<file path="src/cpmc_pkg.sv">
// Package: shared types, constants and sequencer states of the cascaded PID controller
`timescale 1ns / 1ps
package cpmc_pkg;

	// Default parameter values
	localparam int INT_LIMIT_D      = 1048576;
	localparam int OUT_LIMIT_D      = 536870912;
	localparam int INT_STEP_SHIFT_D = 4;
	localparam int POS_ERR_LIMIT_D  = 65536;
	localparam int STALL_DELAY_D    = 500;

	// Fixed thresholds and filter weights
	localparam logic signed [16:0] ALPHA_NEW  = 17'sd25166;
	localparam logic signed [16:0] ALPHA_OLD  = 17'sd40305;
	localparam logic [31:0]        ARRIVE_THR = 32'd32768;
	localparam logic [31:0]        STUCK_THR  = 32'd19661;
	localparam logic [31:0]        NEAR_THR   = 32'd655360;
	localparam logic signed [31:0] RESUME_THR = 32'sd98304;

	// Mode codes
	localparam logic [2:0] MODE_VEL   = 3'd0;
	localparam logic [2:0] MODE_POS   = 3'd1;
	localparam logic [2:0] MODE_MULTI = 3'd2;
	localparam logic [2:0] MODE_CUR   = 3'd3;
	localparam logic [2:0] MODE_STALL = 3'd4;

	// Register indexes
	localparam logic [2:0] REG_MODE     = 3'd0;
	localparam logic [2:0] REG_TARGET   = 3'd1;
	localparam logic [2:0] REG_OUTER_KP = 3'd2;
	localparam logic [2:0] REG_OUTER_KI = 3'd3;
	localparam logic [2:0] REG_OUTER_KD = 3'd4;
	localparam logic [2:0] REG_INNER_KP = 3'd5;
	localparam logic [2:0] REG_INNER_KI = 3'd6;
	localparam logic [2:0] REG_INNER_KD = 3'd7;

	typedef struct packed {
		logic signed [31:0] measured_value;
		logic signed [31:0] measured_velocity;
		logic [15:0]        ticks_since_start;
	} in_item_t;

	typedef struct packed {
		logic signed [15:0] drive_out;
		logic               arrived_event;
		logic               stuck_event;
		logic               resume_event;
	} out_item_t;

	typedef struct packed {
		logic [2:0]  index;
		logic [31:0] data;
	} cfg_wr_t;

	// Sequencer states
	typedef enum logic [3:0] {
		ST_IDLE,
		ST_ERR,
		ST_DERIV_A,
		ST_DERIV_B,
		ST_INTEG,
		ST_MUL_P,
		ST_MUL_D,
		ST_MUL_I,
		ST_SUM,
		ST_NEXT,
		ST_DRIVE,
		ST_OUT
	} state_t;

	// Multiplier operation request
	typedef struct packed {
		logic signed [32:0] a;
		logic signed [32:0] b;
	} mul_req_t;

	// Sign-aware saturation of a wide value to +-lim (full 32-bit range when lim is its maximum)
	function automatic logic signed [33:0] clamp34(input logic signed [33:0] v,
		input logic signed [33:0] lim);
		logic signed [33:0] r;
		logic signed [33:0] lo;
		lo = (lim == 34'sd2147483647) ? -lim - 34'sd1 : -lim;
		r = v;
		if (v > lim) r = lim;
		else if (v < lo) r = lo;
		return r;
	endfunction

	// Same saturation for the 50-bit output sum
	function automatic logic signed [49:0] clamp50(input logic signed [49:0] v,
		input logic signed [49:0] lim);
		logic signed [49:0] r;
		logic signed [49:0] lo;
		lo = (lim == 50'sd2147483647) ? -lim - 50'sd1 : -lim;
		r = v;
		if (v > lim) r = lim;
		else if (v < lo) r = lo;
		return r;
	endfunction

	function automatic logic signed [31:0] sat32(input logic signed [33:0] v);
		logic signed [31:0] r;
		r = v[31:0];
		if (v > 34'sh07FFFFFFF) r = 32'sh7FFFFFFF;
		else if (v < -34'sh080000000) r = 32'sh80000000;
		return r;
	endfunction

endpackage

</file>
<file path="src/cpmc_mul.sv">
// Module: shared registered signed 33x33 multiplier
`timescale 1ns / 1ps
module cpmc_mul (
	input  logic                     clk,
	input  cpmc_pkg::mul_req_t       req,
	output logic signed [65:0]       prod_q
);

	// One product per cycle, registered before any further use
	always_ff @(posedge clk) begin
		prod_q <= req.a * req.b;
	end

endmodule

</file>
<file path="src/cpmc_seq.sv">
// Module: sequencer running the outer and inner PID passes on the shared multiplier
`timescale 1ns / 1ps
module cpmc_seq #(
	parameter int INT_LIMIT      = cpmc_pkg::INT_LIMIT_D,
	parameter int OUT_LIMIT      = cpmc_pkg::OUT_LIMIT_D,
	parameter int INT_STEP_SHIFT = cpmc_pkg::INT_STEP_SHIFT_D,
	parameter int POS_ERR_LIMIT  = cpmc_pkg::POS_ERR_LIMIT_D,
	parameter int STALL_DELAY    = cpmc_pkg::STALL_DELAY_D
) (
	input  logic                  clk,
	input  logic                  arst_n,
	input  logic                  start,
	input  cpmc_pkg::in_item_t    item,
	input  logic                  cfg_we,
	input  cpmc_pkg::cfg_wr_t     cfg,
	output logic                  busy,
	output logic                  done,
	output cpmc_pkg::out_item_t   result,
	input  logic                  result_taken
);

	localparam logic signed [33:0] INT_LIM_S = 34'(INT_LIMIT);
	localparam logic signed [49:0] OUT_LIM_S = 50'(OUT_LIMIT);
	localparam logic signed [33:0] POS_LIM_S = 34'(POS_ERR_LIMIT);

	cpmc_pkg::state_t state_q, state_d;

	// Configuration registers
	logic [2:0]         mode_q;
	logic signed [31:0] target_q;
	logic signed [31:0] okp_q, oki_q, okd_q, ikp_q, iki_q, ikd_q;

	// Loop state
	logic signed [31:0] o_perr_q, o_pder_q, o_int_q;
	logic signed [31:0] i_perr_q, i_pder_q, i_int_q;
	logic               arrived_q, stuck_q;

	// Working registers
	cpmc_pkg::in_item_t item_q;
	logic               inner_q;
	logic signed [31:0] err_q, der_q, int_q;
	logic signed [65:0] acc_q;
	logic signed [49:0] sum_q;
	logic               ev_arr_q, ev_stk_q, ev_res_q;
	cpmc_pkg::out_item_t res_q;

	cpmc_pkg::mul_req_t req;
	logic signed [65:0] prod;

	cpmc_mul u_mul (.clk(clk), .req(req), .prod_q(prod));

	// Active loop selection
	logic signed [31:0] perr, pder, integ, kp, ki, kd;
	always_comb begin
		perr  = inner_q ? i_perr_q : o_perr_q;
		pder  = inner_q ? i_pder_q : o_pder_q;
		integ = inner_q ? i_int_q  : o_int_q;
		kp    = inner_q ? ikp_q : okp_q;
		ki    = inner_q ? iki_q : oki_q;
		kd    = inner_q ? ikd_q : okd_q;
	end

	// Multiplier operand selection
	always_comb begin
		req.a = '0;
		req.b = '0;
		case (state_q)
			cpmc_pkg::ST_DERIV_A: begin
				req.a = 33'(err_q) - 33'(perr);
				req.b = 33'(cpmc_pkg::ALPHA_NEW);
			end
			cpmc_pkg::ST_DERIV_B: begin
				req.a = 33'(pder);
				req.b = 33'(cpmc_pkg::ALPHA_OLD);
			end
			cpmc_pkg::ST_MUL_P: begin
				req.a = 33'(err_q);
				req.b = 33'(kp);
			end
			cpmc_pkg::ST_MUL_D: begin
				req.a = 33'(der_q);
				req.b = 33'(kd);
			end
			cpmc_pkg::ST_MUL_I: begin
				req.a = 33'(int_q);
				req.b = 33'(ki);
			end
			default: begin
				req.a = '0;
				req.b = '0;
			end
		endcase
	end

	// Error and event terms
	logic signed [33:0] raw_err, abs_err, abs_vel;
	logic signed [31:0] vel;
	logic               stk_now, res_now, arr_now;
	logic               stuck_after;
	always_comb begin
		vel     = item_q.measured_velocity;
		raw_err = 34'(target_q) - 34'(item_q.measured_value);
		abs_err = err_q[31] ? -34'(err_q) : 34'(err_q);
		abs_vel = vel[31] ? -34'(vel) : 34'(vel);
		stk_now = (mode_q == cpmc_pkg::MODE_STALL) && (abs_vel < 34'(cpmc_pkg::STUCK_THR))
			&& !stuck_q && !arrived_q && (item_q.ticks_since_start >= 16'(STALL_DELAY))
			&& (abs_err >= 34'(cpmc_pkg::NEAR_THR));
		stuck_after = stuck_q || stk_now;
		res_now = (mode_q == cpmc_pkg::MODE_STALL) && stuck_after
			&& ((vel > cpmc_pkg::RESUME_THR && err_q > 0)
			|| (vel < -cpmc_pkg::RESUME_THR && err_q < 0));
		arr_now = (mode_q == cpmc_pkg::MODE_MULTI || mode_q == cpmc_pkg::MODE_STALL)
			&& (abs_err < 34'(cpmc_pkg::ARRIVE_THR)) && !arrived_q;
	end

	// Derivative, integral and output arithmetic
	logic signed [65:0] der_sum;
	logic signed [33:0] der_sh, new_int, drv_q16;
	logic signed [49:0] sum_now, sum_sat;
	logic signed [33:0] drive_i;
	always_comb begin
		der_sum = acc_q + prod;
		der_sh  = 34'(der_sum >>> 16);
		new_int = cpmc_pkg::clamp34(34'(integ) + 34'(err_q >>> INT_STEP_SHIFT), INT_LIM_S);
		sum_now = sum_q + 50'(prod >>> 16);
		sum_sat = cpmc_pkg::clamp50(sum_q, OUT_LIM_S);
		drv_q16 = (mode_q == cpmc_pkg::MODE_CUR) ? 34'(sum_q) + 34'(target_q) : 34'(sum_q);
		drive_i = drv_q16[33] ? -((-drv_q16) >>> 16) : (drv_q16 >>> 16);
	end

	// Next-state logic
	always_comb begin
		state_d = state_q;
		case (state_q)
			cpmc_pkg::ST_IDLE:    if (start) state_d = cpmc_pkg::ST_ERR;
			cpmc_pkg::ST_ERR:     state_d = (mode_q > cpmc_pkg::MODE_STALL) ?
				cpmc_pkg::ST_DRIVE : cpmc_pkg::ST_DERIV_A;
			cpmc_pkg::ST_DERIV_A: state_d = cpmc_pkg::ST_DERIV_B;
			cpmc_pkg::ST_DERIV_B: state_d = cpmc_pkg::ST_INTEG;
			cpmc_pkg::ST_INTEG:   state_d = cpmc_pkg::ST_MUL_P;
			cpmc_pkg::ST_MUL_P:   state_d = cpmc_pkg::ST_MUL_D;
			cpmc_pkg::ST_MUL_D:   state_d = cpmc_pkg::ST_MUL_I;
			cpmc_pkg::ST_MUL_I:   state_d = cpmc_pkg::ST_SUM;
			cpmc_pkg::ST_SUM:     state_d = cpmc_pkg::ST_NEXT;
			cpmc_pkg::ST_NEXT:    state_d = inner_q ? cpmc_pkg::ST_DRIVE : cpmc_pkg::ST_DERIV_A;
			cpmc_pkg::ST_DRIVE:   state_d = cpmc_pkg::ST_OUT;
			cpmc_pkg::ST_OUT:     if (result_taken) state_d = cpmc_pkg::ST_IDLE;
			default:              state_d = cpmc_pkg::ST_IDLE;
		endcase
	end

	always_ff @(posedge clk or negedge arst_n) begin
		if (!arst_n) state_q <= cpmc_pkg::ST_IDLE;
		else state_q <= state_d;
	end

	// Configuration and control state
	always_ff @(posedge clk or negedge arst_n) begin
		if (!arst_n) begin
			mode_q <= '0; target_q <= '0;
			okp_q <= '0; oki_q <= '0; okd_q <= '0;
			ikp_q <= '0; iki_q <= '0; ikd_q <= '0;
			o_perr_q <= '0; o_pder_q <= '0; o_int_q <= '0;
			i_perr_q <= '0; i_pder_q <= '0; i_int_q <= '0;
			arrived_q <= 1'b0; stuck_q <= 1'b0;
		end else begin
			if (cfg_we) begin
				case (cfg.index)
					cpmc_pkg::REG_MODE:     mode_q <= cfg.data[2:0];
					cpmc_pkg::REG_TARGET: begin
						target_q  <= cfg.data;
						arrived_q <= 1'b0;
						stuck_q   <= 1'b0;
					end
					cpmc_pkg::REG_OUTER_KP: okp_q <= cfg.data;
					cpmc_pkg::REG_OUTER_KI: oki_q <= cfg.data;
					cpmc_pkg::REG_OUTER_KD: okd_q <= cfg.data;
					cpmc_pkg::REG_INNER_KP: ikp_q <= cfg.data;
					cpmc_pkg::REG_INNER_KI: iki_q <= cfg.data;
					cpmc_pkg::REG_INNER_KD: ikd_q <= cfg.data;
					default: ;
				endcase
			end
			// Event flags settle once the outer error is known; resume wins over a new stall
			if (state_q == cpmc_pkg::ST_DERIV_A && !inner_q) begin
				if (stk_now || res_now) stuck_q <= !res_now;
				if (arr_now) arrived_q <= 1'b1;
			end
			// Loop state update
			if (state_q == cpmc_pkg::ST_INTEG) begin
				if (inner_q) begin
					i_perr_q <= err_q; i_pder_q <= cpmc_pkg::sat32(der_sh);
					i_int_q <= new_int[31:0];
				end else begin
					o_perr_q <= err_q; o_pder_q <= cpmc_pkg::sat32(der_sh);
					o_int_q <= new_int[31:0];
				end
			end
		end
	end

	// Datapath registers
	always_ff @(posedge clk) begin
		case (state_q)
			cpmc_pkg::ST_IDLE: if (start) item_q <= item;
			cpmc_pkg::ST_ERR: begin
				inner_q  <= (mode_q == cpmc_pkg::MODE_VEL) || (mode_q == cpmc_pkg::MODE_CUR);
				ev_arr_q <= 1'b0; ev_stk_q <= 1'b0; ev_res_q <= 1'b0;
				if (mode_q == cpmc_pkg::MODE_POS)
					err_q <= cpmc_pkg::sat32(cpmc_pkg::clamp34(raw_err, POS_LIM_S));
				else
					err_q <= cpmc_pkg::sat32(raw_err);
				sum_q <= '0;
			end
			cpmc_pkg::ST_DERIV_A: begin
				if (!inner_q) begin
					ev_stk_q <= stk_now; ev_res_q <= res_now; ev_arr_q <= arr_now;
				end
				acc_q <= '0;
			end
			cpmc_pkg::ST_DERIV_B: acc_q <= prod;
			cpmc_pkg::ST_INTEG: begin
				der_q <= cpmc_pkg::sat32(der_sh);
				int_q <= new_int[31:0];
				sum_q <= '0;
			end
			cpmc_pkg::ST_MUL_D, cpmc_pkg::ST_MUL_I, cpmc_pkg::ST_SUM: sum_q <= sum_now;
			cpmc_pkg::ST_NEXT: begin
				sum_q <= sum_sat;
				if (!inner_q) begin
					inner_q <= 1'b1;
					err_q   <= cpmc_pkg::sat32(34'(sum_sat)
						- 34'(item_q.measured_velocity));
				end
			end
			cpmc_pkg::ST_DRIVE: begin
				// Event registers stay clear for unused modes
				res_q.arrived_event <= ev_arr_q;
				res_q.stuck_event   <= ev_stk_q;
				res_q.resume_event  <= ev_res_q;
				if (mode_q > cpmc_pkg::MODE_STALL) res_q.drive_out <= '0;
				else if (drive_i > 34'sd32767) res_q.drive_out <= 16'sh7FFF;
				else if (drive_i < -34'sd32768) res_q.drive_out <= 16'sh8000;
				else res_q.drive_out <= drive_i[15:0];
			end
			default: ;
		endcase
	end

	assign busy   = (state_q != cpmc_pkg::ST_IDLE);
	assign done   = (state_q == cpmc_pkg::ST_OUT);
	assign result = res_q;

endmodule

</file>
<file path="src/cascaded_pid_motor_controller.sv">
// Top level: cascaded position/velocity PID controller with configuration port
`timescale 1ns / 1ps
// Usage:
//   in_valid/in_stall/in_data carry one control tick (measurement, velocity,
//   milliseconds since move start). out_valid/out_stall/out_data carry one drive
//   command with arrival, stall and resume event bits per tick.
//   cfg_valid/cfg_ready/cfg_index/cfg_data write the mode, target and gains;
//   write only while no tick is in flight. A target write clears the flags.
// Sequencing:
//   One shared 33x33 multiplier is stepped by a sequencer through each PID
//   pass: inner-only modes run the inner pass, cascaded modes the outer then
//   the inner pass, and unused modes none. One tick is in flight at a time,
//   so in_stall is high from acceptance until the result is taken; the next
//   tick can transfer once the sequencer is back in idle.
// Reset:
//   arst_n clears the mode, target, gains, loop state and event flags.
// Back-pressure:
//   While out_stall is high the result holds on out_data and no new tick
//   is accepted.
module cascaded_pid_motor_controller #(
	parameter int INT_LIMIT      = cpmc_pkg::INT_LIMIT_D,
	parameter int OUT_LIMIT      = cpmc_pkg::OUT_LIMIT_D,
	parameter int INT_STEP_SHIFT = cpmc_pkg::INT_STEP_SHIFT_D,
	parameter int POS_ERR_LIMIT  = cpmc_pkg::POS_ERR_LIMIT_D,
	parameter int STALL_DELAY    = cpmc_pkg::STALL_DELAY_D
) (
	input  logic                 clk,
	input  logic                 arst_n,
	input  logic                 in_valid,
	output logic                 in_stall,
	input  cpmc_pkg::in_item_t   in_data,
	output logic                 out_valid,
	input  logic                 out_stall,
	output cpmc_pkg::out_item_t  out_data,
	input  logic                 cfg_valid,
	output logic                 cfg_ready,
	input  logic [2:0]           cfg_index,
	input  logic [31:0]          cfg_data
);

	logic busy, done;
	cpmc_pkg::cfg_wr_t cfg;

	assign cfg.index = cfg_index;
	assign cfg.data  = cfg_data;
	assign cfg_ready = 1'b1;
	assign in_stall  = busy;
	assign out_valid = done;

	cpmc_seq #(
		.INT_LIMIT(INT_LIMIT), .OUT_LIMIT(OUT_LIMIT), .INT_STEP_SHIFT(INT_STEP_SHIFT),
		.POS_ERR_LIMIT(POS_ERR_LIMIT), .STALL_DELAY(STALL_DELAY)
	) u_seq (
		.clk(clk), .arst_n(arst_n),
		.start(in_valid && !busy), .item(in_data),
		.cfg_we(cfg_valid), .cfg(cfg),
		.busy(busy), .done(done), .result(out_data),
		.result_taken(!out_stall)
	);

`ifndef NO_ASSERTIONS
	// A tick is never accepted while a result waits
	a_no_accept_with_result: assert property (@(posedge clk) disable iff (!arst_n)
		out_valid |-> in_stall) else $error("tick accepted while result pending");
	// A stalled result holds
	a_result_holds: assert property (@(posedge clk) disable iff (!arst_n)
		out_valid && out_stall |=> out_valid && $stable(out_data))
		else $error("stalled result changed");
	// Stall and arrival are never reported on the same tick
	a_events_mode: assert property (@(posedge clk) disable iff (!arst_n)
		out_valid |-> !(out_data.stuck_event && out_data.arrived_event))
		else $error("stall and arrival on one tick");
`endif

endmodule

</file>
<file path="config.mk">
export PLATFORM = sky130hd
export DESIGN_NAME = cascaded_pid_motor_controller
export DESIGN_NICKNAME = d
export VERILOG_FILES = /design/src/cpmc_pkg.sv /design/src/cpmc_mul.sv /design/src/cpmc_seq.sv /design/src/cascaded_pid_motor_controller.sv
export SDC_FILE = /design/constraint.sdc
export NUM_CORES = 2
export LEC_CHECK = 0
export BUFFER_PORTS_ARGS = -buffer_cell sky130_fd_sc_hd__buf_2
export CORE_UTILIZATION = 55
export CTS_CLUSTER_SIZE = 25
export DETAILED_ROUTE_END_ITERATION = 12
export PLACE_DENSITY = 0.71
export SLEW_MARGIN = 15
export SYNTH_ARGS = -nofsm -noshare
export SYNTH_HDL_FRONTEND = slang
export SYNTH_SLANG_ARGS = --single-unit
</file>
<file path="constraint.sdc">
create_clock -name clk -period 14.8 [get_ports clk]
set_clock_uncertainty 0.05 [all_clocks]
set_input_delay 0.74 -clock clk [delete_from_list [all_inputs] [get_ports clk]]
set_output_delay 0.74 -clock clk [all_outputs]
set_load 0.02 [all_outputs]
</file>
==> results.txt <==
Status -> complete, but fails checks
Failing checks -> DRC
Slowest CP cell -> edfxtp_1
Pin count of the biggest net entering global routing -> 170
Final min period -> 13.62 ns
Most frequent cells in the layout -> 1378 x inv_1, 1152 x fa_1, 1126 x nand2_1, 606 x nor2_1, 480 x ha_1
Share of the synthesized area in the top cell type -> 0.269
Async SR Flop Fraction -> 0.539
Min-delay worst type -> in -> async
H-Tree Depth -> 3
Crit path DAT -> 14.22 ns
I/O Pins -> 142
Post-detail-place hpwl -> 199000 µm
Synth-to-layout area growth -> 6.82%
Mapped Nets -> 10.8k
Ranking of synthesized cells by area -> fa_1 27%, dfrtp_1 12%, edfxtp_1 10%, ha_1 7.0%, inv_1 6.0%
Commonest non-fill, non-tap cell in the layout -> inv_1
Placer congestion estimate -> 0.970
Post-Route WL -> 254000 µm
Synthesized area -> 85800 µm²
Vias in the first global route -> 68.4k
Post-route ant nets -> 0
Die Y -> 397 µm
First-pass GRT wire length -> 397000 µm
Total Die Area -> 158000 µm²
Period utilization -> 0.920
Slew @ Worst Pin -> 1.28 ns
Fmax -> 73.4 MHz
Fin nets -> 10.7k
GRT Total Usage -> 0.327
RSZ-0062 raised after global routing -> false
Grt met1 use -> 0.435
GR Layer Usage met3 -> 0.0613
Register bit total from synthesis -> 788
DR DRC count -> 2
Row cnt -> 144
Total clock sinks -> 788
Worst path max stage delay -> 0.88 ns
# resized after CTS -> 0
Critical path class -> reg -> reg
Average wire per standard cell -> 22.9 µm
Number of enable flip-flop cells after synthesis -> 297
Initial Util -> 0.556
Crit Path Max Fanout -> 16
Crit start category -> flip-flop
Routing usage on met2 -> 0.530
I/O Buffers -> 138
CTS tree -> yes
Area leader, netlist -> fa_1
Setup crit end kind -> flip-flop
CTS root buf -> clkbuf_16
Cells after Synth -> 9042
Ys Warns -> 0
Core area -> 154000 µm²
CTS max path bufs -> 3
Via density -> 6.05
Total gr overflow -> 0
Mean post-synth cell area -> 9.49 µm²
Slew headroom -> 0.144
Post-CTS Hold Fix Bufs -> 0
Setup TNS -> 0 ns
Final setup viols -> 0
Max-cap violations -> 0
Initial antenna violation count -> 18
Yosys cell types -> 113
Most used cell, CP -> fa_1
Clock-pin slew of the registers on the worst-case setup and hold paths -> 0.06 ns
Post-synthesis sequential area ratio -> 0.243
Via Count -> 67.1k
Clock latency on the worst-skew pair -> 0.72 ns
Postcts setup bufs -> 0
Layout cell share with drive strength beyond 1 -> 0.0925
Hold Fails Final Rpt -> 0
Slew Limit Fails -> 0
Gr busiest metal -> met2
Total CTS buffers -> 83
Die width -> 397 µm
Drt first pass iters -> 12
Ys flop type -> dfrtp_1
Critical Path RT -> 15.40 ns
DR iter-0 viols -> 6245
## path summary, 6_finish.rpt
path,start,to,slack [ns],depth (start not counted)
min reg2reg,u_seq.ev_res_q$_DFFE_PP_,u_seq.result[0]$_DFFE_PP_,0.37,0
max reg2reg,u_seq.inner_q$_DFFE_PP_,u_seq.u_mul.prod_q[62]$_DFF_P_,1.18,42
max in group asynchronous,arst_n,u_seq.oki_q[29]$_DFFE_PN0P_,12.23,3
min,arst_n,u_seq.i_int_q[20]$_DFFE_PN0P_,0.09,1
min in group clk,in_data[49],u_seq.item_q[49]$_DFFE_PP_,0.14,1
max,u_seq.inner_q$_DFFE_PP_,u_seq.u_mul.prod_q[62]$_DFF_P_,1.18,42
## sequential cells by signal (all words and copies together) (netlist names), 46 cells and up
register,flops
u_seq.acc_q,50
u_seq.item_q,46
u_seq.sum_q,50
u_seq.u_mul.prod_q,66
## metrics by stage
stage | cells | cell area (µm²) | setup WS (ns) | hold WS (ns) | util
6_report | 11100 | 91700 | 1.18 | 0.0949 | 0.594
5_1_grt | 11100 | 91700 | 0.529 | 0.108 | 0.594
2_1_floorplan | 9042 | 85800 | 1.71 | 0.350 | -
3_5_place_dp | 10900 | 88800 | 1.28 | 0.361 | 0.575
3_3_place_gp | 10900 | 88800 | 1.51 | 0.357 | 0.575
4_1_cts | 11100 | 91700 | 1.27 | 0.0932 | 0.594
## critical path: cells and delay by family, from the launching register on
kind,cells,cell delay (ns)
simple gates,4,1.15
flops,1,0.88
fa+ha+maj,11,5.06
buf+inv,4,0.32
compound gates,21,5.54
mux,1,0.41
xor+xnor,1,0.14
## layout make-up
class                           instances  area [µm²]
Inverter                             1379        5180
Tap cell                             2044        2560
Fill cell                           13200       62700
Clock inverter                         53         619
Timing Repair Buffer                  275        1770
Clock buffer                          102        2230
Multi-Input combinational cell       6454       58400
Sequential cell                       788       20900
Antenna cell                            3        7.51
## cells in the mapped netlist (17+ instances only)
master    count
a211oi_1     47
a21boi_0     27
a21o_1      177
a21oi_1     393
a221o_1      24
a222oi_1     48
a22o_1       17
a22oi_1      39
a31oi_1      56
and2_1      178
and3_1       53
buf_1        41
clkbuf_1    356
dfrtp_1     425
dfxtp_1      66
edfxtp_1    297
fa_1       1152
ha_1        480
inv_1      1378
mux2_2      291
mux2i_1      87
nand2_1    1128
nand2b_1     66
nand3_1      93
nand4_1      66
nor2_1      611
nor2b_1      71
nor3_1      105
nor3b_1      22
nor4_1       45
o211ai_1     37
o21a_1       83
o21ai_0     289
o21ai_1      21
o21bai_1     32
o22ai_1      19
o31a_1       18
o31ai_1      79
or2_2        24
or3_1        40
xnor2_1     170
xor2_1      101
## kinds of logic (layout without fill, tap and decap cells)
group	count (synthesis)	count (layout)	share of synthesized area
mux	378	378	0.0483
fa+ha+maj	1633	1633	0.339
buf+inv	1800	1809	0.0795
simple gates	2583	2583	0.137
xor+xnor	271	271	0.0277
compound gates	1588	1588	0.125
flops	788	788	0.243
other cells	1	4	0.0000437
## routing by layer
metal,vias to the layer above,part of all wire
li1,29700,-
met4,26,0.046
met3,584,0.089
met2,2841,0.47
met1,33900,0.40
met5,-,0.00068
Power is left out: the tool's default activity adds up to more than one toggle a clock period on the data nets, which glitch-free logic cannot reach.
